## src/hdl/go_back_n_send_window_unit_defines.svh

```systemverilog
// ---------------------------------------------------------------------------
// go-back-n send window assertion macros
// immediate-free concurrent checks, empty when synthesized
// ---------------------------------------------------------------------------
`ifndef GO_BACK_N_SEND_WINDOW_UNIT_DEFINES_SVH
`define GO_BACK_N_SEND_WINDOW_UNIT_DEFINES_SVH

`ifndef SYNTHESIS
// same-cycle implication, clocked on i_clk, off while i_rst_n is low
`define GBN_ASSERT_SAME(label, ante, cons) \
    label: assert property (@(posedge i_clk) disable iff (!i_rst_n) (ante) |-> (cons)) \
        else $error("go-back-n send window check failed");
// next-cycle implication
`define GBN_ASSERT_NEXT(label, ante, cons) \
    label: assert property (@(posedge i_clk) disable iff (!i_rst_n) (ante) |=> (cons)) \
        else $error("go-back-n send window check failed");
`else
`define GBN_ASSERT_SAME(label, ante, cons)
`define GBN_ASSERT_NEXT(label, ante, cons)
`endif

`endif

```

## src/hdl/gbn_pkg.sv

```systemverilog
// ---------------------------------------------------------------------------
// gbn_pkg
// shared types, codes and field widths of the go-back-n send window unit
// ---------------------------------------------------------------------------
`default_nettype none

package gbn_pkg;

    localparam int SEQ_W   = 16;
    localparam int FILE_W  = 24;
    localparam int WIN_W   = 7;
    localparam int TIMER_W = 16;
    localparam int LEN_W   = 10;
    localparam int ADDR_W  = 4;
    localparam int DATA_W  = 32;

    // event codes
    localparam logic [1:0] FUNC_START = 2'd0;
    localparam logic [1:0] FUNC_ACK   = 2'd1;
    localparam logic [1:0] FUNC_TICK  = 2'd2;

    // result kinds
    localparam logic KIND_DATA = 1'b0;
    localparam logic KIND_FIN  = 1'b1;

    // register indexes (byte address / 4)
    localparam logic [1:0] REG_FILE_SIZE     = 2'd0;
    localparam logic [1:0] REG_WINDOW_SIZE   = 2'd1;
    localparam logic [1:0] REG_TIMEOUT_TICKS = 2'd2;

    typedef struct packed {
        logic [1:0]       func;
        logic [SEQ_W-1:0] ack_number;
    } t_in_word;

    typedef struct packed {
        logic              kind;
        logic [SEQ_W-1:0]  sequence_res;
        logic [FILE_W-1:0] byte_offset;
        logic [LEN_W-1:0]  payload_length;
        logic              last;
    } t_out_word;

    typedef struct packed {
        logic [FILE_W-1:0]  file_size;
        logic [WIN_W-1:0]   window_size;
        logic [TIMER_W-1:0] timeout_ticks;
    } t_cfg;

    // controller to datapath
    typedef struct packed {
        logic load_in;
        logic op_start;
        logic op_ack;
        logic op_tick;
        logic mul_base;
        logic mul_next;
        logic emit_data;
        logic emit_fin;
    } t_dp_cmd;

    // datapath to controller
    typedef struct packed {
        logic [1:0] func;
        logic       active;
        logic       timeout;
        logic       fin_due;
        logic       cur_ok;
        logic       nxt_ok;
        logic       slot_free;
    } t_dp_status;

    typedef enum logic [5:0] {
        S_IDLE   = 6'b000001,
        S_EVAL   = 6'b000010,
        S_MULB   = 6'b000100,
        S_ACKCHK = 6'b001000,
        S_MULN   = 6'b010000,
        S_EMIT   = 6'b100000
    } t_state;

endpackage

`default_nettype wire

```

## src/hdl/gbn_ctrl.sv

```systemverilog
// ---------------------------------------------------------------------------
// gbn_ctrl
// sequencer: decodes one event, then steps the datapath through the send loop
// ---------------------------------------------------------------------------
`default_nettype none

module gbn_ctrl (
    input  wire logic                i_clk,
    input  wire logic                i_rst_n,
    input  wire logic                i_in_valid,
    output logic                     o_in_ready,
    input  wire gbn_pkg::t_dp_status i_status,
    output gbn_pkg::t_dp_cmd         o_cmd
);

    gbn_pkg::t_state r_state;
    gbn_pkg::t_state n_state;

    always_ff @(posedge i_clk) begin
        if (!i_rst_n) begin
            r_state <= gbn_pkg::S_IDLE;
        end else begin
            r_state <= n_state;
        end
    end

    always_comb begin
        n_state = r_state;
        o_cmd   = '0;
        case (r_state)
            gbn_pkg::S_IDLE: begin
                if (i_in_valid) begin
                    o_cmd.load_in = 1'b1;
                    n_state       = gbn_pkg::S_EVAL;
                end
            end
            gbn_pkg::S_EVAL: begin
                case (i_status.func)
                    gbn_pkg::FUNC_START: begin
                        o_cmd.op_start = 1'b1;
                        n_state        = gbn_pkg::S_MULN;
                    end
                    gbn_pkg::FUNC_ACK: begin
                        if (i_status.active) begin
                            o_cmd.op_ack = 1'b1;
                            n_state      = gbn_pkg::S_MULB;
                        end else begin
                            n_state = gbn_pkg::S_IDLE;
                        end
                    end
                    gbn_pkg::FUNC_TICK: begin
                        if (i_status.active) begin
                            o_cmd.op_tick = 1'b1;
                            n_state = i_status.timeout ? gbn_pkg::S_MULN : gbn_pkg::S_IDLE;
                        end else begin
                            n_state = gbn_pkg::S_IDLE;
                        end
                    end
                    default: begin
                        n_state = gbn_pkg::S_IDLE;
                    end
                endcase
            end
            gbn_pkg::S_MULB: begin
                o_cmd.mul_base = 1'b1;
                n_state        = gbn_pkg::S_ACKCHK;
            end
            gbn_pkg::S_ACKCHK: begin
                if (i_status.fin_due) begin
                    if (i_status.slot_free) begin
                        o_cmd.emit_fin = 1'b1;
                        n_state        = gbn_pkg::S_IDLE;
                    end
                end else begin
                    n_state = gbn_pkg::S_MULN;
                end
            end
            gbn_pkg::S_MULN: begin
                o_cmd.mul_next = 1'b1;
                n_state        = gbn_pkg::S_EMIT;
            end
            gbn_pkg::S_EMIT: begin
                if (!i_status.cur_ok) begin
                    n_state = gbn_pkg::S_IDLE;
                end else if (i_status.slot_free) begin
                    o_cmd.emit_data = 1'b1;
                    if (!i_status.nxt_ok) begin
                        n_state = gbn_pkg::S_IDLE;
                    end
                end
            end
            default: begin
                n_state = gbn_pkg::S_IDLE;
            end
        endcase
    end

    assign o_in_ready = (r_state == gbn_pkg::S_IDLE);

endmodule

`default_nettype wire

```

## src/hdl/gbn_datapath.sv

```systemverilog
// ---------------------------------------------------------------------------
// gbn_datapath
// window state, offset multiplier, send-loop compares and output register
// ---------------------------------------------------------------------------
`default_nettype none

module gbn_datapath #(
    parameter int PAYLOAD_BYTES = 512,
    parameter int MAX_WINDOW    = 64
) (
    input  wire logic               i_clk,
    input  wire logic               i_rst_n,
    input  wire gbn_pkg::t_cfg      i_cfg,
    input  wire gbn_pkg::t_in_word  i_in_data,
    input  wire gbn_pkg::t_dp_cmd   i_cmd,
    output gbn_pkg::t_dp_status     o_status,
    input  wire logic               i_out_ready,
    output logic                    o_out_valid,
    output gbn_pkg::t_out_word      o_out_data
);

    localparam int SEQ_W  = gbn_pkg::SEQ_W;
    localparam int FILE_W = gbn_pkg::FILE_W;
    localparam int WIN_W  = gbn_pkg::WIN_W;
    localparam int LEN_W  = gbn_pkg::LEN_W;
    localparam int OFF_W  = SEQ_W + $clog2(PAYLOAD_BYTES + 1);
    localparam int CMP_W  = (OFF_W + 1 > FILE_W) ? OFF_W + 1 : FILE_W;
    localparam int END_W  = SEQ_W + 1;
    localparam int N_W    = $clog2(MAX_WINDOW + 1);

    logic [1:0]                  r_func;
    logic [SEQ_W-1:0]            r_ack;
    logic [SEQ_W-1:0]            r_next_seq;
    logic [SEQ_W-1:0]            r_window_base;
    logic [gbn_pkg::TIMER_W-1:0] r_since_send;
    logic                        r_active;
    logic [CMP_W-1:0]            r_off;
    logic [N_W-1:0]              r_n;
    logic                        r_out_valid;
    gbn_pkg::t_out_word          r_out;

    logic [CMP_W-1:0]            w_fs;
    logic [CMP_W-1:0]            w_pay;
    logic [WIN_W-1:0]            w_win;
    logic [END_W-1:0]            w_end;
    logic [CMP_W-1:0]            w_off_step;
    logic [CMP_W-1:0]            w_off_nxt;
    logic [SEQ_W-1:0]            w_seq_nxt;
    logic [N_W-1:0]              w_n_nxt;
    logic [CMP_W-1:0]            w_len_full;
    logic [gbn_pkg::TIMER_W-1:0] w_since_inc;
    logic                        w_timeout;
    logic [SEQ_W-1:0]            w_mul_seq;
    logic [CMP_W-1:0]            w_prod;
    logic                        w_cur_ok;
    logic                        w_nxt_ok;
    logic                        w_slot_free;

    assign w_fs  = CMP_W'(i_cfg.file_size);
    assign w_pay = CMP_W'(PAYLOAD_BYTES);

    // effective window, clamped to the largest burst
    assign w_win = (i_cfg.window_size > WIN_W'(MAX_WINDOW)) ? WIN_W'(MAX_WINDOW)
                                                            : i_cfg.window_size;
    assign w_end = {1'b0, r_window_base} + END_W'(w_win);

    // sequence numbers wrap at 16 bits, offset follows
    assign w_seq_nxt  = r_next_seq + SEQ_W'(1);
    assign w_off_step = r_off + w_pay;
    assign w_off_nxt  = (r_next_seq == '1) ? '0 : w_off_step;
    assign w_n_nxt    = r_n + N_W'(1);

    // seq below packet count is the same as seq * payload <= file size
    assign w_cur_ok = ({1'b0, r_next_seq} < w_end) && (r_off <= w_fs)
                      && (r_n < N_W'(MAX_WINDOW));
    assign w_nxt_ok = ({1'b0, w_seq_nxt} < w_end) && (w_off_nxt <= w_fs)
                      && (w_n_nxt < N_W'(MAX_WINDOW));

    assign w_len_full = (w_off_step < w_fs) ? w_pay : (w_fs - r_off);

    // saturating tick counter
    assign w_since_inc = (r_since_send == '1) ? r_since_send
                                              : r_since_send + gbn_pkg::TIMER_W'(1);
    assign w_timeout   = (w_since_inc >= i_cfg.timeout_ticks);

    assign w_mul_seq = i_cmd.mul_base ? r_window_base : r_next_seq;
    assign w_prod    = CMP_W'(w_mul_seq) * w_pay;

    assign w_slot_free = !r_out_valid || i_out_ready;

    always_ff @(posedge i_clk) begin
        if (!i_rst_n) begin
            r_next_seq    <= '0;
            r_window_base <= '0;
            r_since_send  <= '0;
            r_active      <= 1'b0;
            r_n           <= '0;
            r_out_valid   <= 1'b0;
        end else begin
            if (i_cmd.op_start) begin
                r_active      <= 1'b1;
                r_next_seq    <= '0;
                r_window_base <= '0;
                r_since_send  <= '0;
            end
            if (i_cmd.op_ack) begin
                r_window_base <= r_ack;
            end
            if (i_cmd.op_tick) begin
                r_since_send <= w_since_inc;
                if (w_timeout) begin
                    r_next_seq <= r_window_base;
                end
            end
            if (i_cmd.mul_next) begin
                r_n <= '0;
            end
            if (i_cmd.emit_data) begin
                r_next_seq   <= w_seq_nxt;
                r_n          <= w_n_nxt;
                r_since_send <= '0;
            end
            if (i_cmd.emit_fin) begin
                r_active <= 1'b0;
            end
            if (i_cmd.emit_data || i_cmd.emit_fin) begin
                r_out_valid <= 1'b1;
            end else if (i_out_ready) begin
                r_out_valid <= 1'b0;
            end
        end
    end

    // payload registers
    always_ff @(posedge i_clk) begin
        if (i_cmd.load_in) begin
            r_func <= i_in_data.func;
            r_ack  <= i_in_data.ack_number;
        end
        if (i_cmd.mul_base || i_cmd.mul_next) begin
            r_off <= w_prod;
        end else if (i_cmd.emit_data) begin
            r_off <= w_off_nxt;
        end
        if (i_cmd.emit_data) begin
            r_out.kind           <= gbn_pkg::KIND_DATA;
            r_out.sequence_res   <= r_next_seq;
            r_out.byte_offset    <= r_off[FILE_W-1:0];
            r_out.payload_length <= w_len_full[LEN_W-1:0];
            r_out.last           <= !w_nxt_ok;
        end else if (i_cmd.emit_fin) begin
            r_out.kind           <= gbn_pkg::KIND_FIN;
            r_out.sequence_res   <= '0;
            r_out.byte_offset    <= '0;
            r_out.payload_length <= '0;
            r_out.last           <= 1'b1;
        end
    end

    assign o_status.func      = r_func;
    assign o_status.active    = r_active;
    assign o_status.timeout   = w_timeout;
    assign o_status.fin_due   = (r_off > w_fs);
    assign o_status.cur_ok    = w_cur_ok;
    assign o_status.nxt_ok    = w_nxt_ok;
    assign o_status.slot_free = w_slot_free;

    assign o_out_valid = r_out_valid;
    assign o_out_data  = r_out;

endmodule

`default_nettype wire

```

## src/hdl/go_back_n_send_window_unit.sv

```systemverilog
// ---------------------------------------------------------------------------
// go_back_n_send_window_unit
// go-back-n sender window control with an apb register port
// ---------------------------------------------------------------------------
// One input word is an event: start a transfer, a cumulative ack, or a one
// millisecond tick. Each event yields zero or more output words: data
// descriptors (sequence, byte offset, payload length) for every packet that
// fits the window, or a single FIN word once an ack covers the whole file;
// the final word of an event carries last. Events are handled one at a
// time. The send loop builds one descriptor a cycle in a shared adder and
// compare path, after the multiplier has turned a sequence number into a
// byte offset (the next sequence for a start or a timeout; for an ack the
// window base, then the next sequence unless a FIN is due); a full output
// register that is not taken holds the loop. Registers: file_size at 0x0,
// window_size at 0x4, timeout_ticks at 0x8; write them only while no event
// is in flight.
// ---------------------------------------------------------------------------
`default_nettype none

`include "go_back_n_send_window_unit_defines.svh"

module go_back_n_send_window_unit #(
    parameter int PAYLOAD_BYTES = 512,
    parameter int MAX_WINDOW    = 64
) (
    input  wire logic                          i_clk,
    input  wire logic                          i_rst_n,

    // event channel
    input  wire logic                          i_in_valid,
    output logic                               o_in_ready,
    input  wire gbn_pkg::t_in_word             i_in_data,

    // descriptor channel
    output logic                               o_out_valid,
    input  wire logic                          i_out_ready,
    output gbn_pkg::t_out_word                 o_out_data,

    // apb register port
    input  wire logic                          psel,
    input  wire logic                          penable,
    input  wire logic                          pwrite,
    input  wire logic [gbn_pkg::ADDR_W-1:0]    paddr,
    input  wire logic [gbn_pkg::DATA_W-1:0]    pwdata,
    output logic [gbn_pkg::DATA_W-1:0]         prdata,
    output logic                               pready
);

    gbn_pkg::t_cfg       r_cfg;
    gbn_pkg::t_dp_cmd    w_cmd;
    gbn_pkg::t_dp_status w_status;
    logic                w_cfg_wr;
    logic [1:0]          w_reg_idx;

    // ------------------------------------------------------------------
    // register file: no wait states, write lands on the access cycle
    // ------------------------------------------------------------------
    assign pready    = 1'b1;
    assign w_cfg_wr  = psel && penable && pwrite;
    assign w_reg_idx = paddr[gbn_pkg::ADDR_W-1:2];

    always_ff @(posedge i_clk) begin
        if (!i_rst_n) begin
            r_cfg.file_size     <= '0;
            r_cfg.window_size   <= gbn_pkg::WIN_W'(8);
            r_cfg.timeout_ticks <= gbn_pkg::TIMER_W'(500);
        end else if (w_cfg_wr) begin
            case (w_reg_idx)
                gbn_pkg::REG_FILE_SIZE: begin
                    r_cfg.file_size <= pwdata[gbn_pkg::FILE_W-1:0];
                end
                gbn_pkg::REG_WINDOW_SIZE: begin
                    r_cfg.window_size <= pwdata[gbn_pkg::WIN_W-1:0];
                end
                gbn_pkg::REG_TIMEOUT_TICKS: begin
                    r_cfg.timeout_ticks <= pwdata[gbn_pkg::TIMER_W-1:0];
                end
                default: begin
                    // unmapped address, write dropped
                end
            endcase
        end
    end

    // read mux, unmapped addresses read as zero
    always_comb begin
        case (w_reg_idx)
            gbn_pkg::REG_FILE_SIZE:     prdata = gbn_pkg::DATA_W'(r_cfg.file_size);
            gbn_pkg::REG_WINDOW_SIZE:   prdata = gbn_pkg::DATA_W'(r_cfg.window_size);
            gbn_pkg::REG_TIMEOUT_TICKS: prdata = gbn_pkg::DATA_W'(r_cfg.timeout_ticks);
            default:                    prdata = '0;
        endcase
    end

    // ------------------------------------------------------------------
    // sequencer: accepts an event only from its idle state, then walks
    // decode, offset multiply and the per-descriptor send loop
    // ------------------------------------------------------------------
    gbn_ctrl u_ctrl (
        .i_clk      (i_clk),
        .i_rst_n    (i_rst_n),
        .i_in_valid (i_in_valid),
        .o_in_ready (o_in_ready),
        .i_status   (w_status),
        .o_cmd      (w_cmd)
    );

    // ------------------------------------------------------------------
    // datapath: window base, next sequence, tick timer and the output
    // register, which lets a new event in while a word waits downstream
    // ------------------------------------------------------------------
    gbn_datapath #(
        .PAYLOAD_BYTES (PAYLOAD_BYTES),
        .MAX_WINDOW    (MAX_WINDOW)
    ) u_datapath (
        .i_clk       (i_clk),
        .i_rst_n     (i_rst_n),
        .i_cfg       (r_cfg),
        .i_in_data   (i_in_data),
        .i_cmd       (w_cmd),
        .o_status    (w_status),
        .i_out_ready (i_out_ready),
        .o_out_valid (o_out_valid),
        .o_out_data  (o_out_data)
    );

    // ------------------------------------------------------------------
    // checks
    // ------------------------------------------------------------------
    // a new word never overwrites one that has not been taken
    `GBN_ASSERT_SAME(a_no_overwrite, w_cmd.emit_data || w_cmd.emit_fin, !o_out_valid || i_out_ready)
    // data and fin never loaded together
    `GBN_ASSERT_SAME(a_one_kind, w_cmd.emit_fin, !w_cmd.emit_data)
    // fin ends the transfer
    `GBN_ASSERT_NEXT(a_fin_idles, w_cmd.emit_fin, !w_status.active)
    // descriptors only leave while the loop condition holds
    `GBN_ASSERT_SAME(a_emit_in_window, w_cmd.emit_data, w_status.cur_ok && !o_in_ready)

endmodule

`default_nettype wire

```

## config.mk

```make
export PLATFORM = sky130hd
export DESIGN_NAME = go_back_n_send_window_unit
export DESIGN_NICKNAME = d
export VERILOG_FILES = /design/src/hdl/gbn_pkg.sv /design/src/hdl/gbn_ctrl.sv /design/src/hdl/gbn_datapath.sv /design/src/hdl/go_back_n_send_window_unit.sv
export VERILOG_INCLUDE_DIRS = /design/src /design/src/hdl
export SDC_FILE = /design/constraint.sdc
export NUM_CORES = 1
export LEC_CHECK = 0
export ABC_AREA = 1
export BUFFER_PORTS_ARGS = -buffer_cell sky130_fd_sc_hd__buf_4
export CORE_MARGIN = 4
export CORE_UTILIZATION = 54
export DETAILED_ROUTE_END_ITERATION = 12
export PLACE_DENSITY = 0.75
export RECOVER_POWER = 50
export SLEW_MARGIN = 10
export SYNTH_ARGS = -nofsm -noshare
export SYNTH_HDL_FRONTEND = slang
export SYNTH_SLANG_ARGS = --single-unit
export TNS_END_PERCENT = 30
```

## constraint.sdc

```tcl
create_clock -name i_clk -period 10.5 [get_ports i_clk]
set_input_delay 2.1 -clock i_clk [delete_from_list [all_inputs] [get_ports i_clk]]
set_output_delay 2.1 -clock i_clk [all_outputs]
set_load 0.05 [all_outputs]
```

==> run_results.csv <==
group,metric,value,unit
status,status,"complete, but fails checks",
status,violations,"max-capacitance violations, max-slew violations",
placement,portBuffers,128,
logic_synthesis,synth_cell_types,55,
finish,syn_to_final_growth,13.6,%
critical_path,critPathMostFrequentCell,"buf_4",
global_routing,grt_pass1_wl,55500,um
floorplan,io_pins,148,
placement,dp.cells,2061,
cts,numCtsBuffers,24,
cts,cts-htree-levels,1,
detailed_routing,drt_wl_total,34600,um
cts,root_buffer,"clkbuf_16",
floorplan,core,23400,um^2
sta,fin_crit,5.72,ns
detailed_routing,ant_nets,0,
global_routing,antenna_found_initial,0,
global_routing,grt_usage,0.259,
detailed_routing,drc,0,
finish,n_antenna_cell,0,
logic_synthesis,yosys.area.top_type_share,0.199,
critical_path,critPathKind,"in -> out",
cts,clock_latency,0.53,ns
sta,slew_headroom,-0.859,
logic_synthesis,async_reset_ff_frac,0,
logic_synthesis,synthCells,1653,
floorplan,die_height,162,um
sta,rsz0062_at_grt,"false",
power,leakagePower,0.00668,uW
logic_synthesis,postSynthAreaPerCell,7.76,um^2
critical_path,ff2ff_setup_slack,4.95,ns
sta,fmax,0.175,GHz
critical_path,crit_chain,"buf_4 -> nor2_1 -> clkinv_1 -> o22ai_1 -> buf_4",
critical_path,cp_data_arrival_time,3.62,ns
finish,drive_gt1_frac,0.0890,
sta,fin_tns_setup,0,ns
floorplan,dieArea,26300,um^2
logic_synthesis,ys_seq_area_frac,0.389,
detailed_routing,vias_per_cell,5.48,
logic_synthesis,synth_top_cell_by_area,"edfxtp_1",
floorplan,rows,56,
power,p_per_area,128,nW/um^2
sta,finalSetupViolations,0,
critical_path,crit_slowest_cell,"nor2_1",
global_routing,grt-ovfl-total,0,
logic_synthesis,syn_area,12800,um^2
detailed_routing,drtIter0Drc,870,
sta,worst_pin_slew,2.79,ns
logic_synthesis,ys_warn_count,0,
global_routing,grt_start_max_net_pins,71,
placement,hpwlAfterDp,26300,um
logic_synthesis,synth-edff-count,85,
detailed_routing,via_count,11500,
cts,ctsResizeCount,0,
finish,instances_no_fill,2105,
detailed_routing,dr.pass1.iters,5,
critical_path,start_kind,"primary input",
hold_path,hold_class,"reg -> reg",
placement,gp_congestion,0.948,
cts,cts.clk_slew.worst_paths,0.06,ns
critical_path,cpPeakStageDelay,0.45,ns
sta,finClkSkew,0.0133,ns
cts,cts_hold_buf,0,
sta,hold_viol,0,
logic_synthesis,dominantRegCellSynth,"dfxtp_1",
finish,fin_nets,1958,
floorplan,initial_core_util,0.548,
finish,fillers,2175,
logic_synthesis,yosys-top-cells-area,"edfxtp_1, dfxtp_1, ha_1",
cts,cts_buffer_depth,3,
floorplan,chipWidth,162,um
sta,drv_slew,69,
cts,post_cts_buffers,0,
cts,clock_sinks,207,
flow_run,cap_violations,1,
critical_path,required,8.40,ns
cts,cts_tree,"done",
logic_synthesis,synth-seq-cells,207,
power,ir_drop,0.137,mV
critical_path,crit_path_end_kind,"output port",
finish,fin_util,0.623,
detailed_routing,routedWlPerCell,16.4,um
critical_path,cp_max_fo,10,
sta,period_share,0.545,
global_routing,grt_pass1_vias,10600,
==> layout by cell type (no fill, tap or decap), drive strengths merged, types with 2 or more instances in the layout <==
cell / netlist / final
a211oi: 2 / 2
a21boi: 3 / 3
a21o: 3 / 3
a21oi: 137 / 137
a221oi: 2 / 2
a22oi: 14 / 14
a31oi: 2 / 2
buf: 26 / 61
bufinv: 0 / 2
clkbuf: 29 / 110
clkinv: 1 / 6
clkinvlp: 0 / 2
conb: 2 / 9
dfxtp: 122 / 122
edfxtp: 85 / 85
fa: 2 / 2
ha: 127 / 127
inv: 211 / 212
nand2: 338 / 338
nand3: 56 / 56
nand3b: 5 / 5
nand4: 26 / 26
nor2: 206 / 206
nor3: 25 / 25
nor4: 8 / 8
o211ai: 9 / 9
o21a: 3 / 3
o21ai: 126 / 126
o21bai: 2 / 2
o221ai: 7 / 7
o22ai: 12 / 12
or2: 6 / 6
xnor2: 8 / 8
xor2: 42 / 42
==> worst max-delay path, delay by kind of cell <==
| family | cells | cell delay [ns] |
|---|---|---|
| AND/OR/NAND/NOR | 1 | 0.45 |
| buffers and inverters | 3 | 0.81 |
| AO/OA/AOI/OAI | 1 | 0.26 |
==> where the power goes <==
part / internal [uW] / leakage (uW) / switching, uW
Combinational: 48.8 / 0.00435 / 99.8
Sequential: 852 / 0.00193 / 9.63
Clock: 515 / 0.000399 / 338
Total: 1420 / 0.00668 / 447
==> final timing paths <==
path                                         start                                      to  cells past startpoint
hold reg to reg   u_datapath.r_off[6]$_SDFFE_PN0P_        u_datapath.r_off[6]$_SDFFE_PN0P_                      2
setup / recovery                          paddr[2]                               prdata[9]                      5
hold / removal    u_datapath.r_off[6]$_SDFFE_PN0P_        u_datapath.r_off[6]$_SDFFE_PN0P_                      2
setup reg to reg            r_cfg[22]$_SDFFE_PN0P_  u_datapath.o_out_data[7]$_SDFFCE_PN0P_                     22
==> flip-flops by register name, indices dropped and copies added, names as in the netlist <==
register	cells
u_datapath.o_out_valid	1
u_datapath.r_window_base	16
u_datapath.r_since_send	16
u_datapath.r_off	27
u_datapath.o_out_data	52
u_datapath.r_next_seq	16
u_datapath.r_n	7
u_datapath.r_active	1
u_ctrl.r_state	6
u_datapath.r_func	2
u_datapath.r_ack	16
r_cfg	47
==> logic make-up after synthesis <==
kind of cell    Yosys count  synth area share
simple gates            674             0.225
mux                       1          0.000878
compound gates          323             0.138
flops                   207             0.389
fa+ha+maj               129             0.127
other cells               2          0.000585
xor+xnor                 50            0.0341
buf+inv                 267            0.0859
==> metal layers <==
metal	wire, um	part of all wire	up-vias	track usage
met5	0	0	-	0
met4	1010	0.029	0	0.0792
met3	2760	0.080	71	0.0386
met2	15200	0.44	458	0.407
met1	15600	0.45	5307	0.372
li1	-	-	5701	-
==> per-stage QoR <==
stage	hold WS, ns	total power (uW)	area, um^2	setup WS, ns
2_1_floorplan	0.441	980	12900	4.87
3_3_place_gp	0.449	1020	14000	4.83
3_5_place_dp	0.457	1030	14000	4.83
4_1_cts	0.466	1880	14800	4.83
5_1_grt	0.489	1930	14600	4.44
6_report	0.469	1860	14600	4.78
==> final cells by class <==
cell class                 instances  area (um^2)  share of cell area
tap                              319          399              0.0274
timing repair buffer             137          815              0.0559
inverter                         212          796              0.0546
sequential                       207         4990               0.343
clock buffer                      34          699              0.0480
multi-input combinational       1186         6750               0.463
clock inverter                    10          121             0.00832
==> Yosys cell counts (5+ instances only) <==
master / count
nor3_1: 20
nor4_1: 6
inv_1: 208
nand3b_1: 5
o221ai_1: 7
dfxtp_1: 122
o211ai_1: 9
nand2_1: 336
a21oi_1: 136
o22ai_1: 12
nand4_1: 25
nor2_1: 185
buf_4: 10
o21ai_0: 125
xor2_1: 42
nand3_1: 55
or2_2: 5
nor2_2: 21
xnor2_1: 8
clkbuf_1: 29
ha_1: 127
edfxtp_1: 85
buf_2: 8
a22oi_1: 14
Note: power is estimated with default switching activity, not from simulation.
